### src/design/gbfp_pkg.sv
// Shared types, constants and the fix-kind mapping for the binary frame parser.
// No dependencies; used by gbfp_parse, gbfp_out_buf and gnss_binary_frame_parser.
`default_nettype none

package gbfp_pkg;

    // Frame framing bytes
    localparam logic [7:0] SYNC_1 = 8'hB5;
    localparam logic [7:0] SYNC_2 = 8'h62;

    // Navigation solution frame identity
    localparam logic [7:0]  PVT_CLASS = 8'h01;
    localparam logic [7:0]  PVT_ID    = 8'h07;
    localparam logic [15:0] PVT_LEN   = 16'd92;

    // Payload offsets of the captured fields
    localparam logic [15:0] FIX_OFS   = 16'd20;
    localparam logic [15:0] SATS_OFS  = 16'd23;
    localparam logic [15:0] LON_OFS   = 16'd24;
    localparam logic [15:0] LAT_OFS   = 16'd28;
    localparam logic [15:0] HMSL_OFS  = 16'd36;
    localparam logic [15:0] HACC_OFS  = 16'd40;

    localparam int NUM_WORDS = 4;

    // Fix kinds reported on the result
    localparam logic [1:0] FIX_NO_RX  = 2'd0;
    localparam logic [1:0] FIX_NONE   = 2'd1;
    localparam logic [1:0] FIX_2D     = 2'd2;
    localparam logic [1:0] FIX_3D     = 2'd3;

    typedef struct packed {
        logic [7:0]         msg_class;
        logic [7:0]         msg_id;
        logic [9:0]         payload_len;
        logic               checksum_ok;
        logic               pvt_valid;
        logic signed [31:0] longitude;
        logic signed [30:0] latitude;
        logic signed [31:0] msl_height;
        logic [31:0]        horiz_accuracy;
        logic [1:0]         fix_kind;
        logic [7:0]         sat_count;
    } res_t;

    function automatic logic [1:0] map_fix(input logic [7:0] raw);
        logic [1:0] kind;
        case (raw) inside
            8'd0, 8'd1, 8'd5: kind = FIX_NONE;
            8'd2:             kind = FIX_2D;
            8'd3, 8'd4:       kind = FIX_3D;
            default:          kind = FIX_NO_RX;
        endcase
        return kind;
    endfunction

endpackage

`default_nettype wire

### src/design/gbfp_parse.sv
// Frame state machine, running Fletcher sum and payload field capture.
// Depends on gbfp_pkg; one byte is taken per step strobe.
`default_nettype none

module gbfp_parse #(
    parameter int MAX_PAYLOAD = 512
) (
    input  wire logic           clk,
    input  wire logic           rst_n,
    input  wire logic           step,
    input  wire logic [7:0]     rx_byte,
    output logic                res_fire,
    output gbfp_pkg::res_t      res
);

    localparam int IDX_W = $clog2(MAX_PAYLOAD + 1);

    localparam logic [3:0] PH_SYNC1   = 4'd0;
    localparam logic [3:0] PH_SYNC2   = 4'd1;
    localparam logic [3:0] PH_CLASS   = 4'd2;
    localparam logic [3:0] PH_ID      = 4'd3;
    localparam logic [3:0] PH_LEN1    = 4'd4;
    localparam logic [3:0] PH_LEN2    = 4'd5;
    localparam logic [3:0] PH_PAYLOAD = 4'd6;
    localparam logic [3:0] PH_CK1     = 4'd7;
    localparam logic [3:0] PH_CK2     = 4'd8;

    localparam logic [15:0] WORD_OFS [gbfp_pkg::NUM_WORDS] = '{
        gbfp_pkg::LON_OFS, gbfp_pkg::LAT_OFS, gbfp_pkg::HMSL_OFS, gbfp_pkg::HACC_OFS
    };

    logic [3:0]       phase_reg, phase_next;
    logic [IDX_W-1:0] idx_reg, idx_next;
    logic [7:0]       sum_a_reg, sum_a_next;
    logic [7:0]       sum_b_reg, sum_b_next;
    logic [7:0]       ck_a_reg, ck_a_next;
    logic [7:0]       class_reg, class_next;
    logic [7:0]       id_reg, id_next;
    logic [15:0]      len_reg, len_next;
    logic [gbfp_pkg::NUM_WORDS-1:0][31:0] word_reg, word_next;
    logic [7:0]       fix_reg, fix_next;
    logic [7:0]       sats_reg, sats_next;

    logic [7:0]       a_add;
    logic [7:0]       b_add;
    logic [15:0]      len_full;
    logic [IDX_W-1:0] idx_inc;
    logic [15:0]      idx_wide;
    logic             ok;
    logic             pvt;

    assign a_add    = sum_a_reg + rx_byte;
    assign b_add    = sum_b_reg + a_add;
    assign len_full = {rx_byte, len_reg[7:0]};
    assign idx_inc  = idx_reg + 1'b1;
    assign idx_wide = 16'(idx_reg);

    always_comb
    begin
        phase_next = phase_reg;
        idx_next   = idx_reg;
        sum_a_next = sum_a_reg;
        sum_b_next = sum_b_reg;
        ck_a_next  = ck_a_reg;
        class_next = class_reg;
        id_next    = id_reg;
        len_next   = len_reg;
        word_next  = word_reg;
        fix_next   = fix_reg;
        sats_next  = sats_reg;

        case (phase_reg)
            PH_SYNC1:
            begin
                if (rx_byte == gbfp_pkg::SYNC_1)
                    phase_next = PH_SYNC2;
            end
            PH_SYNC2:
            begin
                phase_next = (rx_byte == gbfp_pkg::SYNC_2) ? PH_CLASS : PH_SYNC1;
            end
            PH_CLASS:
            begin
                // restart the sum: A = B = first covered byte
                sum_a_next = rx_byte;
                sum_b_next = rx_byte;
                class_next = rx_byte;
                phase_next = PH_ID;
            end
            PH_ID:
            begin
                sum_a_next = a_add;
                sum_b_next = b_add;
                id_next    = rx_byte;
                phase_next = PH_LEN1;
            end
            PH_LEN1:
            begin
                sum_a_next = a_add;
                sum_b_next = b_add;
                len_next   = {8'd0, rx_byte};
                phase_next = PH_LEN2;
            end
            PH_LEN2:
            begin
                sum_a_next = a_add;
                sum_b_next = b_add;
                len_next   = len_full;
                idx_next   = '0;
                // drop oversize frames without a result
                if (len_full > 16'(MAX_PAYLOAD))
                    phase_next = PH_SYNC1;
                else if (len_full == 16'd0)
                    phase_next = PH_CK1;
                else
                    phase_next = PH_PAYLOAD;
            end
            PH_PAYLOAD:
            begin
                sum_a_next = a_add;
                sum_b_next = b_add;
                if (idx_wide == gbfp_pkg::FIX_OFS)
                    fix_next = rx_byte;
                if (idx_wide == gbfp_pkg::SATS_OFS)
                    sats_next = rx_byte;
                for (int k = 0; k < gbfp_pkg::NUM_WORDS; k++)
                begin
                    if ((idx_wide >> 2) == (WORD_OFS[k] >> 2))
                        word_next[k][8*idx_reg[1:0] +: 8] = rx_byte;
                end
                idx_next = idx_inc;
                if (16'(idx_inc) >= len_reg)
                    phase_next = PH_CK1;
            end
            PH_CK1:
            begin
                ck_a_next  = rx_byte;
                phase_next = PH_CK2;
            end
            PH_CK2:
            begin
                phase_next = PH_SYNC1;
            end
            default:
            begin
                phase_next = PH_SYNC1;
            end
        endcase
    end

    always_ff @(posedge clk or negedge rst_n)
    begin
        if (!rst_n)
        begin
            phase_reg <= PH_SYNC1;
            idx_reg   <= '0;
            sum_a_reg <= '0;
            sum_b_reg <= '0;
            ck_a_reg  <= '0;
            class_reg <= '0;
            id_reg    <= '0;
            len_reg   <= '0;
            word_reg  <= '0;
            fix_reg   <= '0;
            sats_reg  <= '0;
        end
        else if (step)
        begin
            phase_reg <= phase_next;
            idx_reg   <= idx_next;
            sum_a_reg <= sum_a_next;
            sum_b_reg <= sum_b_next;
            ck_a_reg  <= ck_a_next;
            class_reg <= class_next;
            id_reg    <= id_next;
            len_reg   <= len_next;
            word_reg  <= word_next;
            fix_reg   <= fix_next;
            sats_reg  <= sats_next;
        end
    end

    assign ok  = (ck_a_reg == sum_a_reg) && (rx_byte == sum_b_reg);
    assign pvt = ok && (class_reg == gbfp_pkg::PVT_CLASS) && (id_reg == gbfp_pkg::PVT_ID)
                 && (len_reg == gbfp_pkg::PVT_LEN);

    assign res_fire = (phase_reg == PH_CK2);

    always_comb
    begin
        res                = '0;
        res.msg_class      = class_reg;
        res.msg_id         = id_reg;
        res.payload_len    = len_reg[9:0];
        res.checksum_ok    = ok;
        res.pvt_valid      = pvt;
        if (pvt)
        begin
            res.longitude      = word_reg[0];
            res.latitude       = word_reg[1][30:0];
            res.msl_height     = word_reg[2];
            res.horiz_accuracy = word_reg[3];
            res.fix_kind       = gbfp_pkg::map_fix(fix_reg);
            res.sat_count      = sats_reg;
        end
    end

endmodule

`default_nettype wire

### src/design/gbfp_out_buf.sv
// Two-entry result buffer that decouples the parser from a stalling receiver.
// Depends on gbfp_pkg for the result type.
`default_nettype none

module gbfp_out_buf (
    input  wire logic           clk,
    input  wire logic           rst_n,
    input  wire logic           push,
    input  gbfp_pkg::res_t      push_data,
    output logic                space,
    output logic                out_valid,
    input  wire logic           out_ready,
    output gbfp_pkg::res_t      out_data
);

    gbfp_pkg::res_t entry_reg [2];
    logic       wr_ptr_reg, wr_ptr_next;
    logic       rd_ptr_reg, rd_ptr_next;
    logic [1:0] count_reg, count_next;
    logic       pop;

    assign space     = (count_reg != 2'd2);
    assign out_valid = (count_reg != 2'd0);
    assign pop       = out_valid && out_ready;
    assign out_data  = entry_reg[rd_ptr_reg];

    always_comb
    begin
        wr_ptr_next = push ? ~wr_ptr_reg : wr_ptr_reg;
        rd_ptr_next = pop  ? ~rd_ptr_reg : rd_ptr_reg;
        count_next  = count_reg + 2'(push) - 2'(pop);
    end

    always_ff @(posedge clk)
    begin
        if (push)
            entry_reg[wr_ptr_reg] <= push_data;
    end

    always_ff @(posedge clk or negedge rst_n)
    begin
        if (!rst_n)
        begin
            wr_ptr_reg <= 1'b0;
            rd_ptr_reg <= 1'b0;
            count_reg  <= 2'd0;
        end
        else
        begin
            wr_ptr_reg <= wr_ptr_next;
            rd_ptr_reg <= rd_ptr_next;
            count_reg  <= count_next;
        end
    end

endmodule

`default_nettype wire

### src/design/gnss_binary_frame_parser.sv
// Binary GNSS frame parser: byte input register, parser and result buffer.
// Depends on gbfp_pkg, gbfp_parse and gbfp_out_buf.
//
// Usage:
//   Input channel (in_valid/in_ready, rx_byte) takes one received byte per
//   request. Output channel (out_valid/out_ready) gives one request per
//   completed frame: class, id, length, checksum status and, for a good
//   navigation solution frame, position, accuracy, fix kind and satellites.
//   Oversize frames and lost sync give no request.
// Timing:
//   One byte per cycle sustained while the result buffer has space. A byte
//   is held in the input register and parsed there; the frame result enters
//   the result buffer when the last checksum byte steps the parser, so
//   out_valid rises after that byte passes the input register and buffer.
// Reset:
//   Parser returns to hunting for the first sync byte; both buffers empty.
// Stall:
//   The two-entry result buffer absorbs a stalled receiver; once it is full
//   and a finished frame waits, the input register holds and in_ready drops.
`default_nettype none

module gnss_binary_frame_parser #(
    parameter int MAX_PAYLOAD = 512
) (
    input  wire logic               clk,
    input  wire logic               rst_n,
    input  wire logic               in_valid,
    output logic                    in_ready,
    input  wire logic [7:0]         rx_byte,
    output logic                    out_valid,
    input  wire logic               out_ready,
    output logic [7:0]              msg_class,
    output logic [7:0]              msg_id,
    output logic [9:0]              payload_len,
    output logic                    checksum_ok,
    output logic                    pvt_valid,
    output logic signed [31:0]      longitude,
    output logic signed [30:0]      latitude,
    output logic signed [31:0]      msl_height,
    output logic [31:0]             horiz_accuracy,
    output logic [1:0]              fix_kind,
    output logic [7:0]              sat_count
);

    logic       byte_valid_reg;
    logic [7:0] byte_reg;
    logic       res_fire;
    logic       space;
    logic       step;
    gbfp_pkg::res_t res;
    gbfp_pkg::res_t out_data;

    // advance the held byte unless it finishes a frame and the buffer is full
    assign step     = byte_valid_reg && (!res_fire || space);
    assign in_ready = !byte_valid_reg || step;

    always_ff @(posedge clk or negedge rst_n)
    begin
        if (!rst_n)
            byte_valid_reg <= 1'b0;
        else if (in_ready)
            byte_valid_reg <= in_valid;
    end

    always_ff @(posedge clk)
    begin
        if (in_ready && in_valid)
            byte_reg <= rx_byte;
    end

    gbfp_parse #(
        .MAX_PAYLOAD (MAX_PAYLOAD)
    ) u_parse (
        .clk      (clk),
        .rst_n    (rst_n),
        .step     (step),
        .rx_byte  (byte_reg),
        .res_fire (res_fire),
        .res      (res)
    );

    gbfp_out_buf u_out_buf (
        .clk       (clk),
        .rst_n     (rst_n),
        .push      (step && res_fire),
        .push_data (res),
        .space     (space),
        .out_valid (out_valid),
        .out_ready (out_ready),
        .out_data  (out_data)
    );

    assign msg_class      = out_data.msg_class;
    assign msg_id         = out_data.msg_id;
    assign payload_len    = out_data.payload_len;
    assign checksum_ok    = out_data.checksum_ok;
    assign pvt_valid      = out_data.pvt_valid;
    assign longitude      = out_data.longitude;
    assign latitude       = out_data.latitude;
    assign msl_height     = out_data.msl_height;
    assign horiz_accuracy = out_data.horiz_accuracy;
    assign fix_kind       = out_data.fix_kind;
    assign sat_count      = out_data.sat_count;

endmodule

`default_nettype wire
### config.mk
export PLATFORM = sky130hd
export DESIGN_NAME = gnss_binary_frame_parser
export DESIGN_NICKNAME = d
export VERILOG_FILES = /design/src/design/gbfp_pkg.sv /design/src/design/gbfp_parse.sv /design/src/design/gbfp_out_buf.sv /design/src/design/gnss_binary_frame_parser.sv
export SDC_FILE = /design/constraint.sdc
export NUM_CORES = 1
export LEC_CHECK = 0
export CAP_MARGIN = 20
export CORE_MARGIN = 1
export CORE_UTILIZATION = 50
export CTS_BUF_LIST = sky130_fd_sc_hd__clkbuf_8
export CTS_CLUSTER_DIAMETER = 100
export DETAILED_ROUTE_END_ITERATION = 10
export DONT_BUFFER_PORTS = 1
export GPL_TIMING_DRIVEN = 0
export MAX_ROUTING_LAYER = met4
export PLACE_DENSITY_LB_ADDON = 0.1
export SYNTH_ARGS = -nofsm -noshare
export SYNTH_HDL_FRONTEND = slang
export SYNTH_HIERARCHICAL = 1
export SYNTH_SLANG_ARGS = --single-unit
### constraint.sdc
create_clock -name clk -period 26.9 [get_ports clk]
set_clock_uncertainty 0.05 [all_clocks]
set_input_delay 5.38 -clock clk [delete_from_list [all_inputs] [get_ports clk]]
set_output_delay 5.38 -clock clk [all_outputs]
set_load 0.02 [all_outputs]
==> flow_summary.json <==
{
  "drtPass1Iterations": 5,
  "initial_core_util_pct": 51.1,
  "yosysMostFrequentCell": "edfxtp_1",
  "setup_viol": 0,
  "largest_register_ffs": 330,
  "ys_warn_count": 6,
  "pwr-share-seq_pct": 42.7,
  "leakage_nw": 10.3,
  "cp-start-kind": "register",
  "drv_cap": 0,
  "pwr_density_cell_nw_per_um2": 83.3,
  "rows": 78,
  "holdBufCountCts": 0,
  "status": "finished, final reports clean",
  "postPlaceCellArea_um2": 24300,
  "antenna_left": 0,
  "met3_usage_pct": 4.34,
  "final_util_pct": 57.0,
  "wl_per_cell_um": 21.6,
  "die_h_um": 218,
  "overflow": 0,
  "finalWorstSetupSlack_ns": 18.64,
  "comb_power_share_pct": 25.4,
  "hold_depth": 2,
  "vias": 13400,
  "p_sw_w": 0.000697,
  "relSlewSlack_pct": 24.2,
  "cts_tree": "yes",
  "pwr-share-clk_pct": 32.0,
  "worst-setup-path-type": "reg2out",
  "internal_power_w": 0.00147,
  "ir_drop_v": 0.0000396,
  "cts_resized": 0,
  "place.gp.congestion": 0.892,
  "antenna_found_initial": 1,
  "busiest_layer": "met2",
  "drive_gt1_share_pct": 24.4,
  "r2r_cells": 11,
  "crit_chain": "clkbuf_1, buf_1, nor4_1, nand3b_4",
  "num-nets-final": 1833,
  "drtIter0Drc": 915,
  "ys_seq_elements": 556,
  "tightest_slew_ns": 1.13,
  "dp_slack_ns": 19.39,
  "grt_pass1_vias": 13700,
  "worst_ep_required_time_ns": 21.47,
  "synth_common_cells": "edfxtp_1 (338), dfrtp_1 (218), nand2_1 (215)",
  "portBuffers": 0,
  "fill_cells": 3741,
  "post_drt_via_cell_ratio": 5.44,
  "grt_max_degree": 219,
  "syn2layout_area_growth_pct": 11.7,
  "h-tree-depth": 3,
  "switching_share_pct": 32.1,
  "cts.sinks": 556,
  "syn_area_um2": 23300,
  "grtUsageMet1_pct": 30.6,
  "max_stage_delay_ns": 0.89,
  "syn_nets": 1731,
  "synth_cell_types": 60,
  "final.min_clock_period_ns": 8.26,
  "dp_hpwl_um": 35600,
  "clk_pin_slew_ns": 0.06,
  "rsz0062_at_grt": "no",
  "core_um2": 45700,
  "cp_data_arrival_time_ns": 2.83,
  "ys_async_sr_fraction_pct": 39.2,
  "finalHoldViolCount": 0,
  "min_path_type": "reg2reg",
  "cts_made_buffers": 91,
  "drc": 0,
  "synth_top_area_cell": "edfxtp_1",
  "cp_max_fo": 10,
  "clock_latency_ns": 0.67,
  "fin_area_um2": 26000,
  "synth_flop_cell": "edfxtp_1",
  "drt_wl_total_um": 53200,
  "slowest_stage": "nor4_1",
  "cts-root-buf": "clkbuf_8",
  "grtUsageTotal_pct": 23.8,
  "hold-worst-slack_ns": 0.415,
  "grt_pass1_wl_um": 82000,
  "synth_enable_flop_cells": 338,
  "fin_tns_setup_ns": 0,
  "cp-end-kind": "output pin",
  "syn_inst": 1686,
  "seq_area_frac_synth_pct": 66.9,
  "post_cts_buffers": 0,
  "die_w_um": 218,
  "fmax_mhz": 121,
  "final.period_utilization_pct": 30.7,
  "met2_usage_pct": 37.8,
  "slew_viol_final": 0,
  "synth_area_leaders": "edfxtp_1 (44%), dfrtp_1 (23%), mux2_2 (9.6%), and2_1 (3.7%), nand2_1 (3.5%)",
  "pin_count": 179,
  "dieArea_um2": 47500,
  "synth_top_area_share_pct": 43.5,
  "syn_area_per_cell_um2": 13.8,
  "cts.path.max_buffers": 3
}
## power groups by stage
stage          Combinational (W)  Sequential (W)  Clock, W
4_1_cts                 0.000559        0.000925  0.000713
6_report                0.000550        0.000926  0.000694
5_1_grt                 0.000579        0.000926  0.000753
3_3_place_gp            0.000554        0.000942         0
2_1_floorplan           0.000450        0.000937         0
3_5_place_dp            0.000556        0.000942         0
## through the flow
| step | instances | power, W |
|---|---|---|
| 2_1_floorplan | 1686 | 0.00139 |
| 3_3_place_gp | 2286 | 0.00150 |
| 3_5_place_dp | 2295 | 0.00150 |
| 4_1_cts | 2467 | 0.00220 |
| 5_1_grt | 2468 | 0.00226 |
| 6_report | 2468 | 0.00217 |
## layout by cell type, fill, tap and decap left out, types with 5 or more instances in the layout
cell type / netlist / final
and2_1: 137 / 136
nand2b_1: 6 / 6
mux2_2: 199 / 199
buf_4: 15 / 15
xnor2_1: 14 / 14
o21ai_0: 99 / 99
inv_1: 23 / 50
ha_1: 31 / 31
clkinv_1: 0 / 23
xor2_1: 28 / 28
o22ai_1: 9 / 9
nand2_1: 215 / 215
o21ai_1: 36 / 36
nor3_1: 7 / 7
nor4_1: 16 / 16
clkbuf_8: 0 / 104
edfxtp_1: 338 / 338
buf_2: 12 / 12
clkbuf_1: 37 / 37
buf_16: 0 / 5
o21ai_2: 40 / 40
nor2_1: 41 / 41
nand2_2: 12 / 12
dfrtp_1: 218 / 218
clkinv_2: 0 / 13
nand3_1: 12 / 12
buf_6: 26 / 26
a21oi_1: 39 / 39
and3_1: 6 / 6
## logic make-up after synthesis
kind of cell,Yosys count,synth area share [%]
multiplexers,202,9.74
adder cells (fa/ha/maj),33,1.84
AO/OA/AOI/OAI,245,6.22
XOR/XNOR,42,1.58
AND/OR/NAND/NOR,489,10.6
flip-flops,556,66.9
buffers and inverters,119,3.08
## worst max-delay path, delay by kind of cell (launching register included)
| kind | cells | cell delay [ns] |
|---|---|---|
| and+or+nand+nor | 2 | 1.12 |
| buffers and inverters | 2 | 0.63 |
| DFF | 1 | 0.42 |
## per-layer routing
layer,vias up,part of all wire [%]
met1,6728,44
met4,0,2.2
met2,355,49
li1,6256,-
met3,90,5.0
met5,-,0
## worst paths after layout
path	from	end	slack (ns)
max in group asynchronous	rst_n	u_parse/word_reg[15]	21.97
worst min register to register	u_parse/word_reg[90]	u_parse/word_reg[90]	0.41
worst min-delay path	u_parse/word_reg[90]	u_parse/word_reg[90]	0.41
worst max-delay path	u_parse/phase_reg[0]	in_ready	18.64
worst max register to register	u_parse/phase_reg[0]	u_parse/sum_b_reg[3]	22.57
min in group asynchronous	rst_n	u_parse/word_reg[62]	4.35
## layout make-up
class | instances | area [µm²] | area share, %
diodes | 1 | 2.50 | 0.00961
plain buffers | 96 | 632 | 2.43
clock buffers | 104 | 1430 | 5.49
clock inverters | 68 | 318 | 1.22
inverters | 23 | 86.3 | 0.331
multi-input cells | 1011 | 7010 | 26.9
flip-flops and latches | 556 | 15600 | 59.9
well taps | 600 | 751 | 2.88
repair buffers | 9 | 218 | 0.836
Power figures use the tool's default switching activity.
